## src/sv/l3d_pkg.sv

```systemverilog
`default_nettype none
// ----------------------------------------------------------------------------
// l3d_pkg
// Shared constants and types for the diagonal 3D color look-up table.
// ----------------------------------------------------------------------------
package l3d_pkg;

    localparam int GRID_SIZE     = 32;
    localparam int FRACTION_BITS = 12;
    localparam int NUM_CH        = 3;

    localparam int PIX_W     = 8;
    localparam int VALUE_W   = 13;
    localparam int ADDR_W    = 15;
    localparam int CELL_STEP = 256 / GRID_SIZE;
    localparam int STEP_BITS = $clog2(CELL_STEP);
    localparam int IDX_BITS  = $clog2(GRID_SIZE);

    localparam int NUM_W   = VALUE_W + STEP_BITS + 2;
    localparam int OUT_W   = 8;
    localparam int SCALE_W = NUM_W - 1 + OUT_W;
    localparam int SHIFT   = STEP_BITS + FRACTION_BITS;
    localparam int Q_W     = SCALE_W - SHIFT;
    localparam int OUT_MAX = 255;

    localparam int QUEUE_DEPTH = 2;
    localparam int QCNT_W      = $clog2(QUEUE_DEPTH + 1);

    typedef enum logic {
        REQ_PIXEL = 1'b0,
        REQ_WRITE = 1'b1
    } req_type_t;

    typedef logic [NUM_CH-1:0][VALUE_W-1:0] entry_t;

    typedef struct packed {
        logic                               is_write;
        logic [ADDR_W-1:0]                  addr_a;
        logic [ADDR_W-1:0]                  addr_b;
        logic [NUM_CH-1:0][STEP_BITS-1:0]   low;
        entry_t                             data;
    } item_t;

    typedef struct packed {
        logic [QCNT_W-1:0] count;
        logic              full;
        logic              empty;
    } qstat_t;

endpackage
`default_nettype wire

```

## src/sv/l3d_queue.sv

```systemverilog
`default_nettype none
// ----------------------------------------------------------------------------
// l3d_queue
// Two-entry queue between the classifying front and the table back end.
// ----------------------------------------------------------------------------
module l3d_queue (
    input  wire logic            aclk,
    input  wire logic            aresetn,
    input  wire logic            in_valid,
    output logic                 in_ready,
    input  wire l3d_pkg::item_t  in_item,
    output logic                 out_valid,
    input  wire logic            out_pop,
    output l3d_pkg::item_t       out_item,
    output l3d_pkg::qstat_t      stat
);

    l3d_pkg::item_t                 slot_reg [l3d_pkg::QUEUE_DEPTH];
    logic                           wr_ptr_reg, wr_ptr_next;
    logic                           rd_ptr_reg, rd_ptr_next;
    logic [l3d_pkg::QCNT_W-1:0]     count_reg, count_next;
    logic                           push;
    logic                           pop;

    assign stat.count = count_reg;
    assign stat.full  = (count_reg == l3d_pkg::QCNT_W'(l3d_pkg::QUEUE_DEPTH));
    assign stat.empty = (count_reg == '0);

    assign in_ready  = !stat.full;
    assign out_valid = !stat.empty;
    assign out_item  = slot_reg[rd_ptr_reg];
    assign push      = in_valid && in_ready;
    assign pop       = out_pop && out_valid;

    always_comb begin
        wr_ptr_next = push ? !wr_ptr_reg : wr_ptr_reg;
        rd_ptr_next = pop ? !rd_ptr_reg : rd_ptr_reg;
        count_next  = count_reg;
        if (push && !pop) begin
            count_next = count_reg + l3d_pkg::QCNT_W'(1);
        end else if (pop && !push) begin
            count_next = count_reg - l3d_pkg::QCNT_W'(1);
        end
    end

    always_ff @(posedge aclk) begin
        if (!aresetn) begin
            wr_ptr_reg <= 1'b0;
            rd_ptr_reg <= 1'b0;
            count_reg  <= '0;
        end else begin
            wr_ptr_reg <= wr_ptr_next;
            rd_ptr_reg <= rd_ptr_next;
            count_reg  <= count_next;
        end
    end

    always_ff @(posedge aclk) begin
        if (push) begin
            slot_reg[wr_ptr_reg] <= in_item;
        end
    end

endmodule
`default_nettype wire

```

## config.mk

```make
export PLATFORM = sky130hd
export DESIGN_NAME = l3d_queue
export DESIGN_NICKNAME = d
export VERILOG_FILES = /design/src/sv/l3d_pkg.sv /design/src/sv/l3d_queue.sv
export SDC_FILE = /design/constraint.sdc
export NUM_CORES = 1
export LEC_CHECK = 0
export ABC_AREA = 1
export BUFFER_PORTS_ARGS = -buffer_cell sky130_fd_sc_hd__clkbuf_2
export CORE_MARGIN = 2
export CORE_UTILIZATION = 40
export DETAILED_ROUTE_END_ITERATION = 12
export GPL_TIMING_DRIVEN = 0
export PLACE_DENSITY = 0.74
export SETUP_SLACK_MARGIN = 0.05
export SLEW_MARGIN = 40
export SYNTH_ARGS = -nofsm -noshare
export SYNTH_HDL_FRONTEND = slang
export SYNTH_SLANG_ARGS = --single-unit
```

## constraint.sdc

```tcl
create_clock -name aclk -period 5.2 [get_ports aclk]
set_input_delay 0.26 -clock aclk [delete_from_list [all_inputs] [get_ports aclk]]
set_output_delay 0.26 -clock aclk [all_outputs]
set_load 0.01 [all_outputs]
```

==> results.toml <==
[cts]
root_buffer = "clkbuf_16"
cts_resized = 0
holdBufCountCts = 0
cts_buffer_depth = 2
clock-sinks = 163
post_cts_buffers = 0
cts_tree = "yes"
numCtsBuffers = 17
cts_max_level = 4
clk_latency_ps = 420
clk_pin_slew_ps = 60

[power]
combPwrFrac_pct = 24.1
swShare_pct = 26.4
power_density_nw_per_um2 = 486
p_total_mw = 3.78
pwr-share-clk_pct = 30.8
p_leak_nw = 3.02
seq_power_share_pct = 45.1
power.switching_uw = 999
p_int_mw = 2.78
vdd_ir_drop_max_v = 0.000271

[timing]
finalWorstSetupSlack_ps = 3270
slew_violations = 0
rsz0062_at_grt = "false"
worstMarginPinSlew_ps = 520
setup_tns_ps = 0
hold_slack_ps = 28.5
setup_violations = 0
final_hold_viol_count = 0
skew_ps = 10.1
finalCriticalPeriod_ps = 1930
relSlewSlack_pct = 65.1
period_share_pct = 37.2
clock.fmax_ghz = 0.517

[worst_setup_path]
worst-endpoint-required_ps = 4940
rrSetupSlack_ps = 3340
rr_endpoint = "slot_reg[1][64]"
worstPathMaxFanout = 10
crit_path_end_kind = "output port"
worstSetupPathType = "reg2out"
reg2reg_depth = 4
regToRegStartpoint = "count_reg[0]"
crit_path_start_kind = "flop"
worst_ep_arrival_time_ps = 1670

[global_route]
grt_max_degree = 21
grt_overflow = 0
grt_pass1_vias = 3320
grt_pass1_wl_um = 17000
track_usage_pct = 14.2
antenna_found_initial = 0

[detailed_routing]
drt_iter0_drc = 109
vias = 3206
dr.pass1.iters = 5
antenna_left = 0
wl_per_cell_um = 16.1
drc = 0
viasPerCell = 4.74
routed_wl_um = 10900

[die]
row_count = 44
die_w_um = 126
initial_core_util_pct = 41.0
dieArea_um2 = 16000
pin_count = 168
core_area_um2 = 14600
die_height_um = 126

[placement]
globalplace.congestion = 0.699
pre_cts_slack_ps = 3170
hpwl_um = 7720
port_buffers = 167

[finish]
num_antenna_cells = 0
final_util_pct = 53.4
final_cell_mix = "clkbuf_2 (167), edfxtp_1 (158), mux2_2 (69)"
final_common_cell = "clkbuf_2"
largest_register_ffs = 158
fin_nets = 564
fillCellCount = 1169
syn_to_final_growth_pct = 30.1
drive_gt1_share_pct = 59.6

[synthesis]
ys_seq_elements = 163
synth_nets = 370
synth_area_leaders = "edfxtp_1 (79%), mux2_2 (13%), mux2_4 (2.5%)"
synth_area_um2 = 5980
synthesis.instances = 286
ys_warn_count = 0
yosysTopAreaCell = "edfxtp_1"
ys_seq_area_share_pct = 81.0
yosysTopAreaCellShare_pct = 79.3
yosysUniqueCellTypes = 14
syn_area_per_cell_um2 = 20.9

[worst_hold_path]
hp-start = "in_item[41]"
whs_path_depth = 1
min_to = "slot_reg[0][41]"
hold_class = "in2reg"

[job]
maxCapViolations = 0

[outcome]
outcome = "finished clean"
## per-stage QoR
step,instances,instance area (um2)
finish,676,7780
global route,676,7780
CTS,676,7780
detailed placement,645,7240
global placement,637,7050
floorplan,286,5980
## logic make-up (layout without fill, tap and decap cells)
group | Yosys count | count (layout) | share of synthesized area [%]
DFF | 163 | 163 | 81.0
muxes | 79 | 79 | 15.5
buffers and inverters | 20 | 226 | 1.76
and+or+nand+nor | 19 | 19 | 1.25
AOI/OAI and AO/OA | 4 | 4 | 0.334
adders and majority gates | 1 | 1 | 0.209
## worst max-delay path by stage
stage            startpoint               to  slack (ps)  cells after the start
2_1_floorplan  count_reg[0]   slot_reg[0][0]         750                      2
3_3_place_gp   count_reg[0]  slot_reg[1][73]       -1000                      2
3_5_place_dp   count_reg[1]  slot_reg[1][73]        3170                      5
4_1_cts        count_reg[1]  slot_reg[1][77]        3170                      5
5_1_grt                flop     out_item[66]        3150                      5
6_report               flop     out_item[64]        3270                      5
## critical path, stage by stage, from the launching register on
cell and delay [ps]:
dfxtp_1 320, buf_6 140, buf_6 160, buf_6 190, mux2_4 310, clkbuf_2 130
## layer usage
metal / vias to the layer above / wire, um / track usage [%]
met1: 1584 / 4450 / 16.3
met4: 0 / 182 / 5.62
met2: 114 / 5570 / 24.1
met3: 14 / 688 / 5.31
li1: 1494 / - / -
met5: - / 0 / 0
## layout make-up
type / count / area, um2 / area share (%)
Tap cell: 184 / 230 / 2.96
Clock inverter: 12 / 116 / 1.49
Multi-Input combinational cell: 103 / 1050 / 13.5
Clock buffer: 19 / 433 / 5.56
Timing Repair Buffer: 175 / 1010 / 12.9
Inverter: 11 / 41.3 / 0.530
Sequential cell: 163 / 4840 / 62.2
Buffer: 9 / 63.8 / 0.820
## cell usage after synthesis (all sizes together)
cell type / instances
nor2: 11
mux2: 79
o21ai: 3
a21oi: 1
nand4: 1
inv: 11
edfxtp: 158
nand3: 1
dfxtp: 5
nand2: 6
ha: 1
buf: 9
## power groups by stage
stage | Sequential (mW) | Combinational (mW) | Clock [mW]
after global placement | 1.76 | 0.841 | 0
after global routing | 1.72 | 0.986 | 1.25
after floorplan | 1.75 | 0.530 | 0
after detailed placement | 1.73 | 0.928 | 0
after CTS | 1.71 | 0.932 | 1.19
final | 1.71 | 0.911 | 1.17
No activity file was read; power rests on OpenSTA's default activity.
