<file path="config.mk">
export PLATFORM = sky130hd
export DESIGN_NAME = l3d_front
export DESIGN_NICKNAME = d
export VERILOG_FILES = /design/src/sv/l3d_pkg.sv /design/src/sv/l3d_front.sv
export SDC_FILE = /design/constraint.sdc
export NUM_CORES = 1
export LEC_CHECK = 0
export BUFFER_PORTS_ARGS = -buffer_cell sky130_fd_sc_hd__buf_4
export CAP_MARGIN = 20
export CORE_ASPECT_RATIO = 0.7
export CORE_MARGIN = 4
export CORE_UTILIZATION = 29
export DETAILED_ROUTE_END_ITERATION = 16
export PLACE_DENSITY = 0.88
export SYNTH_ARGS = -nofsm -noshare
export SYNTH_HDL_FRONTEND = slang
export SYNTH_SLANG_ARGS = --single-unit
</file>
<file path="constraint.sdc">
create_clock -name vclk -period 1.6
set_input_delay 0.08 -clock vclk [all_inputs]
set_output_delay 0.08 -clock vclk [all_outputs]
set_load 0.02 [all_outputs]
</file>
<file path="src/sv/l3d_pkg.sv">
`default_nettype none
// ----------------------------------------------------------------------------
// l3d_pkg
// Shared constants and types for the diagonal 3D color look-up table.
// ----------------------------------------------------------------------------
package l3d_pkg;

    localparam int GRID_SIZE     = 32;
    localparam int FRACTION_BITS = 12;
    localparam int NUM_CH        = 3;

    localparam int PIX_W     = 8;
    localparam int VALUE_W   = 13;
    localparam int ADDR_W    = 15;
    localparam int CELL_STEP = 256 / GRID_SIZE;
    localparam int STEP_BITS = $clog2(CELL_STEP);
    localparam int IDX_BITS  = $clog2(GRID_SIZE);

    localparam int NUM_W   = VALUE_W + STEP_BITS + 2;
    localparam int OUT_W   = 8;
    localparam int SCALE_W = NUM_W - 1 + OUT_W;
    localparam int SHIFT   = STEP_BITS + FRACTION_BITS;
    localparam int Q_W     = SCALE_W - SHIFT;
    localparam int OUT_MAX = 255;

    localparam int QUEUE_DEPTH = 2;
    localparam int QCNT_W      = $clog2(QUEUE_DEPTH + 1);

    typedef enum logic {
        REQ_PIXEL = 1'b0,
        REQ_WRITE = 1'b1
    } req_type_t;

    typedef logic [NUM_CH-1:0][VALUE_W-1:0] entry_t;

    typedef struct packed {
        logic                               is_write;
        logic [ADDR_W-1:0]                  addr_a;
        logic [ADDR_W-1:0]                  addr_b;
        logic [NUM_CH-1:0][STEP_BITS-1:0]   low;
        entry_t                             data;
    } item_t;

    typedef struct packed {
        logic [QCNT_W-1:0] count;
        logic              full;
        logic              empty;
    } qstat_t;

endpackage
`default_nettype wire

</file>
<file path="src/sv/l3d_front.sv">
`default_nettype none
// ----------------------------------------------------------------------------
// l3d_front
// Classifies an incoming transaction as a table write or a pixel and forms
// the two table addresses and the interpolation fractions of a pixel.
// ----------------------------------------------------------------------------
module l3d_front (
    input  wire logic                           req_type,
    input  wire logic [l3d_pkg::PIX_W-1:0]      pix_red,
    input  wire logic [l3d_pkg::PIX_W-1:0]      pix_green,
    input  wire logic [l3d_pkg::PIX_W-1:0]      pix_blue,
    input  wire logic [l3d_pkg::ADDR_W-1:0]     entry_index,
    input  wire logic [l3d_pkg::VALUE_W-1:0]    entry_red,
    input  wire logic [l3d_pkg::VALUE_W-1:0]    entry_green,
    input  wire logic [l3d_pkg::VALUE_W-1:0]    entry_blue,
    output l3d_pkg::item_t                      item
);

    logic [l3d_pkg::NUM_CH-1:0][l3d_pkg::PIX_W-1:0]    pix;
    logic [l3d_pkg::NUM_CH-1:0][l3d_pkg::IDX_BITS-1:0] grid_idx;
    logic [l3d_pkg::NUM_CH-1:0][l3d_pkg::IDX_BITS-1:0] grid_idx_up;

    assign pix = {pix_blue, pix_green, pix_red};

    always_comb begin
        for (int c = 0; c < l3d_pkg::NUM_CH; c++) begin
            grid_idx[c] = pix[c][l3d_pkg::PIX_W-1:l3d_pkg::STEP_BITS];
            if (grid_idx[c] == l3d_pkg::IDX_BITS'(l3d_pkg::GRID_SIZE - 1)) begin
                grid_idx[c] = l3d_pkg::IDX_BITS'(l3d_pkg::GRID_SIZE - 2);
            end
            grid_idx_up[c] = grid_idx[c] + l3d_pkg::IDX_BITS'(1);
        end
    end

    always_comb begin
        item.is_write = (l3d_pkg::req_type_t'(req_type) == l3d_pkg::REQ_WRITE);
        item.addr_a   = item.is_write ? entry_index
                                      : {grid_idx[2], grid_idx[1], grid_idx[0]};
        item.addr_b   = {grid_idx_up[2], grid_idx_up[1], grid_idx_up[0]};
        for (int c = 0; c < l3d_pkg::NUM_CH; c++) begin
            item.low[c] = pix[c][l3d_pkg::STEP_BITS-1:0];
        end
        item.data = {entry_blue, entry_green, entry_red};
    end

endmodule
`default_nettype wire

</file>
==> impl_metrics.py, run 1 <==
metrics = {
    "place": {
        "port-buffer-count": 62,
        "placedInstanceArea_sq_um": 948,
        "gp_routability_congestion": 0.775,
        "placement.setup.worst_slack_ps": 383,
        "dp_hpwl_um": 1690,
    },
    "floorplanning": {
        "core_area_sq_um": 2780,
        "floorplan.die.width_um": 72.4,
        "floorplan_die_area_sq_um": 3840,
        "initial_core_util_pct": 30.2,
        "dieHeight_um": 53.1,
        "num_rows": 16,
        "pin_count": 158,
    },
    "global_routing": {
        "busiest_layer": "met2",
        "grt_pass1_wl_um": 2960,
        "groute.usage.overall_pct": 9.22,
        "grt_pass1_vias": 699,
        "grtUsageMet2_pct": 16.3,
        "grt_use_met1_pct": 10.2,
        "grt_max_degree": 20,
        "global_route_met3_usage_pct": 3.80,
        "overflow": 0,
        "antenna_violations_before_repair": 0,
    },
    "timing": {
        "timing.max_slew.rel_slack_pct": 81.9,
        "tightestPinTransition_ps": 271,
        "final.period_utilization_pct": 75.4,
        "achievable-frequency_mhz": 829,
        "final-hold-violation-count": 0,
        "finalMaxSlewViolations": 0,
        "setup_violations": 0,
        "post-route-min-period_ps": 1210,
        "timing.setup.tns_ps": 0,
        "grt_setup_unrepaired": "false",
        "postLayoutSetupSlackWorst_ps": 394,
    },
    "detailed_routing": {
        "drt_pre_antenna_iters": 4,
        "route.final.wire_length_um": 2050,
        "post_drt_via_cell_ratio": 4.90,
        "final_antenna_net_count": 0,
        "route.vias.total": 745,
        "drcViolationCount": 0,
        "violation_count_after_the_first_detailed_route_iteration": 35,
        "route.detailed.wl_per_inst_um": 13.5,
    },
    "worst_hold_path": {
        "timing.hold.worst.start": "entry_blue[1]",
        "worst_hold_path.endpoint": "item[27]",
        "min_path_cells": 0,
        "min-delay-path-class": "input pin to output port",
    },
    "final_layout": {
        "total_number_of_nets_in_the_final_design": 198,
        "stdcell_area_sq_um": 948,
        "n_fill_cell": 293,
        "layout.area.seq_sq_um": 0,
        "layout_cells_sized_above_1_pct": 69.0,
        "area_of_the_multi_input_gates_sq_um": 438,
        "growth_of_design_area_from_synthesis_to_finish_pct": 12.8,
        "diodes": 0,
        "clockBufferCount": 0,
        "design.seq.count": 0,
    },
    "power_and_ir_drop": {
        "share_comb_of_total_power_pct": 100.0,
        "power.share.clock_pct": 0,
        "power_switching_uw": 168,
        "internal_power_uw": 181,
        "cellLeakagePower_uw": 0.000480,
        "power_per_cell_area_nw_per_um2": 368,
        "swShare_pct": 48.2,
        "power.share.sequential_pct": 0,
        "ir_drop_mv": 0.0902,
    },
    "synthesis": {
        "ys_types": 24,
        "synthesis.yosys.warnings": 0,
        "synth.area.top_cells": "sky130_fd_sc_hd__buf_4 44%, sky130_fd_sc_hd__mux2_4 13%, sky130_fd_sc_hd__mux2_2 8.0%",
        "synthCells": 106,
        "netlist.area_leader.share_pct": 43.8,
        "mappedNetlistArea_sq_um": 841,
        "yosysSeqAreaShare_pct": 0,
        "net_count_after_synthesis": 186,
        "post-synth-top-count-cell": "sky130_fd_sc_hd__buf_4",
        "netlist_top_cells_count": "49 x sky130_fd_sc_hd__buf_4, 7 x sky130_fd_sc_hd__mux2_4, 6 x sky130_fd_sc_hd__a21oi_1, 6 x sky130_fd_sc_hd__mux2_2, 5 x sky130_fd_sc_hd__nor2b_1",
        "yosysTopAreaCell": "sky130_fd_sc_hd__buf_4",
        "post_synth.cell_area_avg_sq_um": 7.93,
    },
    "setup_path": {
        "critical_path.cell_chain": "buf_4 -> nand4_1 -> and2_1 -> ha_1 -> nand3_1 -> xnor2_1 -> buf_4",
        "criticalPathCategory": "input pin to output port",
        "cp-end-kind": "output port",
        "critPathMaxStageDelay_ps": 220,
        "worst_path_fanout_max": 6,
        "critPathLaunchType": "input pin",
        "cp_slowest_cell": "sky130_fd_sc_hd__ha_1",
        "worst-endpoint-arrival_ps": 1130,
        "cp_common_cell": "sky130_fd_sc_hd__buf_4",
        "timing.critical_path.required_ps": 1520,
    },
    "clock_network": {
        "cts_hold_buf": 0,
        "cts_resized": 0,
        "post_cts.repair.setup_buffers": 0,
    },
    "job": {
        "maxCapViolCount": 0,
    },
    "run_status": {
        "outcome": "complete, no violations",
    },
}
through the flow:
step	utilization, %	total power, uW	cells	hold WS, ps
3_5_place_dp	34.1	353	152	160
2_1_floorplan	-	358	106	273
3_3_place_gp	34.1	348	152	160
5_1_grt	34.1	375	152	160
4_1_cts	34.1	354	152	160
6_report	34.1	349	152	160
cells by family after synthesis:
| family | share of synthesized area [%] |
|---|---|
| AOI/OAI and AO/OA | 13.2 |
| xor gates and xnor gates | 2.08 |
| adders and majority gates | 1.49 |
| buffers and inverters | 47.9 |
| muxes | 20.5 |
| and+or+nand+nor | 14.7 |
worst max path at each step:
stage / to / slack [ps] / start
floorplan: item[57] / 560 / pix_green[6]
global placement: item[57] / 430 / pix_green[5]
detailed placement: item[57] / 380 / pix_green[5]
CTS: item[57] / 380 / pix_green[5]
global route: item[57] / 300 / pix_green[5]
finish: item[57] / 390 / pix_green[5]
placed cells by master (no fill, tap or decap), drive strengths merged:
| master | count |
|---|---|
| mux2 | 13 |
| a21oi | 6 |
| a31o | 1 |
| nand3 | 3 |
| a41oi | 1 |
| a31oi | 3 |
| xnor2 | 1 |
| ha | 1 |
| and3 | 1 |
| a21o | 1 |
| nor2 | 2 |
| buf | 62 |
| xor2 | 1 |
| a21boi | 1 |
| and2 | 3 |
| nand2 | 4 |
| nand4 | 3 |
| nor2b | 5 |
| a22o | 3 |
| nand2b | 1 |
metal layers:
layer / share of wire, % / vias up
met5: 0 / -
met4: 2.3 / 0
met3: 15 / 12
met2: 45 / 65
met1: 38 / 331
li1: - / 337
worst max-delay path, delay by kind of cell:
| family | cells | cell delay, ps |
|---|---|---|
| buf+inv | 2 | 280 |
| fa+ha+maj | 1 | 220 |
| simple gates | 3 | 430 |
| xor+xnor | 1 | 120 |
layout make-up:
cell class,instances,area share (%)
Timing Repair Buffer,62,49.1
Multi-Input combinational cell,54,46.2
Tap cell,36,4.75
power by group through the flow:
stage	logic [uW]	registers, uW	clock network, uW
after floorplan	358	0	0
after global placement	348	0	0
after detailed placement	353	0	0
after CTS	354	0	0
after global routing	375	0	0
final	349	0	0
No activity file was read; power rests on OpenSTA's default activity.
==> inputs of run 2 (changes only) <==
CORE_UTILIZATION = 25   (was 29)
PLACE_DENSITY = 0.81   (was 0.88)
clock period = 1.03 ns   (was 1.6 ns; I/O delays follow)
==> impl_metrics.py, run 2 (synthesis results as in run 1) <==
metrics = {
    "place": {
        "dpl.cell_count": 159,
        "gp_routability_congestion": 0.742,
        "placedInstanceArea_sq_um": 988,
        "dp_hpwl_um": 1790,
        "placement.setup.worst_slack_ps": -21.9,
        "port-buffer-count": 62,
    },
    "job": {
        "maxCapViolCount": 0,
    },
    "final_layout": {
        "final_instance_count_excl_fillers": 159,
        "mostFrequentLayoutCell": "sky130_fd_sc_hd__buf_4",
        "growth_of_design_area_from_synthesis_to_finish_pct": 21.7,
        "design.seq.count": 0,
        "post-route-util_pct": 32.1,
        "stdcell_area_sq_um": 1020,
        "most-common-layout-cells": "67 x sky130_fd_sc_hd__buf_4, 7 x sky130_fd_sc_hd__mux2_4, 6 x sky130_fd_sc_hd__mux2_2, 6 x sky130_fd_sc_hd__a21oi_1, 5 x sky130_fd_sc_hd__nor2b_1",
        "layout_cells_sized_above_1_pct": 73.6,
        "clockBufferCount": 0,
        "total_number_of_nets_in_the_final_design": 203,
        "diodes": 0,
        "layout.area.seq_sq_um": 0,
    },
    "worst_hold_path": {
        "min_path_cells": 0,
        "worst_hold_path.endpoint": "item[11]",
        "min-delay-path-class": "input pin to output port",
        "timing.hold.worst.start": "entry_red[11]",
    },
    "floorplanning": {
        "initial_core_util_pct": 26.4,
        "core_area_sq_um": 3190,
        "pin_count": 158,
        "num_rows": 17,
        "floorplan_die_area_sq_um": 4370,
        "floorplan.die.width_um": 77.3,
        "dieHeight_um": 56.5,
    },
    "timing": {
        "finalMaxSlewViolations": 0,
        "postLayoutSetupSlackWorst_ps": -7.10,
        "final.period_utilization_pct": 101,
        "timing.max_slew.rel_slack_pct": 80.6,
        "post-route-min-period_ps": 1040,
        "setup_violations": 1,
        "achievable-frequency_mhz": 964,
        "tightestPinTransition_ps": 291,
        "final-hold-violation-count": 0,
    },
    "detailed_routing": {
        "route.vias.total": 759,
        "drcViolationCount": 0,
        "final_antenna_net_count": 0,
        "route.final.wire_length_um": 2260,
        "violation_count_after_the_first_detailed_route_iteration": 8,
        "met3_length_um": 310,
        "top_layer_used": "met4",
        "drt-met1-wl_um": 907,
        "route.detailed.wl_per_inst_um": 14.2,
        "post_drt_via_cell_ratio": 4.77,
        "drt_pre_antenna_iters": 4,
        "dr_wl_met2_um": 993,
    },
    "setup_path": {
        "critPathMaxStageDelay_ps": 170,
        "cp-end-kind": "output port",
        "criticalPathCategory": "input pin to output port",
        "worstPathBufferInverterCount": 2,
        "critPathTopFamily": "simple AND/OR/NAND/NOR gates",
        "worst-endpoint-arrival_ps": 990,
        "worst_path_fanout_max": 2,
        "cp_slowest_cell": "sky130_fd_sc_hd__and2_4",
        "cp_common_cell": "sky130_fd_sc_hd__buf_4",
        "critical_path.cell_chain": "buf_4 -> nand4_1 -> and2_4 -> ha_4 -> nand3_4 -> xnor2_2 -> buf_4",
        "timing.critical_path.required_ps": 980,
        "critPathLaunchType": "input pin",
    },
    "global_routing": {
        "groute.usage.overall_pct": 8.21,
        "grt_pass1_vias": 683,
        "overflow": 0,
        "grt_pass1_wl_um": 3090,
        "grt_max_degree": 20,
        "antenna_violations_before_repair": 0,
    },
    "clock_network": {
        "cts_hold_buf": 0,
    },
    "run_status": {
        "outcome": "complete, but fails checks",
        "violations_in_the_final_reports": "negative setup slack",
    },
    "power_and_ir_drop": {
        "cellLeakagePower_uw": 0.000513,
        "power_per_cell_area_nw_per_um2": 564,
        "ir_drop_mv": 0.151,
    },
}
## run 2: per-layer routing
| metal | vias up | GRT usage [%] |
|---|---|---|
| li1 | 345 | - |
| met1 | 337 | 10.5 |
| met2 | 67 | 12.8 |
| met3 | 10 | 3.21 |
| met4 | 0 | 2.28 |
| met5 | - | 0 |
## run 2: worst max path at each step
stage | start | endpoint | slack [ps] | cells past startpoint
after CTS | pix_green[6] | item[57] | 9 | 7
after global placement | pix_green[7] | item[57] | -5 | 7
after global routing | pix_green[4] | item[57] | -60 | 7
after detailed placement | pix_green[7] | item[57] | -20 | 7
final | pix_green[4] | item[57] | -7 | 7
after floorplan | pix_green[6] | item[57] | 50 | 5
## run 2: power breakdown
group          switching, uW  internal [uW]  total, uW
Sequential                 0              0          0
Combinational            277            300        578
Clock                      0              0          0
## run 2: cell type report
| type | count | area, sq um |
|---|---|---|
| repair buffers | 67 | 503 |
| well taps | 38 | 47.5 |
| fillers | 344 | 2170 |
| multi-input cells | 54 | 473 |
## run 2: through the flow
step / setup TNS [ps] / hold slack, ps / total power, uW
final: -7.10 / 103 / 578
after global placement: -5.32 / 103 / 556
after global routing: -82.6 / 103 / 613
after floorplan: 0 / 216 / 557
after detailed placement: -21.9 / 103 / 563
after CTS: 0 / 103 / 565
## run 2: timing repair
action	in CTS	in global routing
endpoints found under the setup margin	1	1
resized for setup	1	5
setup buffers	0	0
pin swaps	0	4
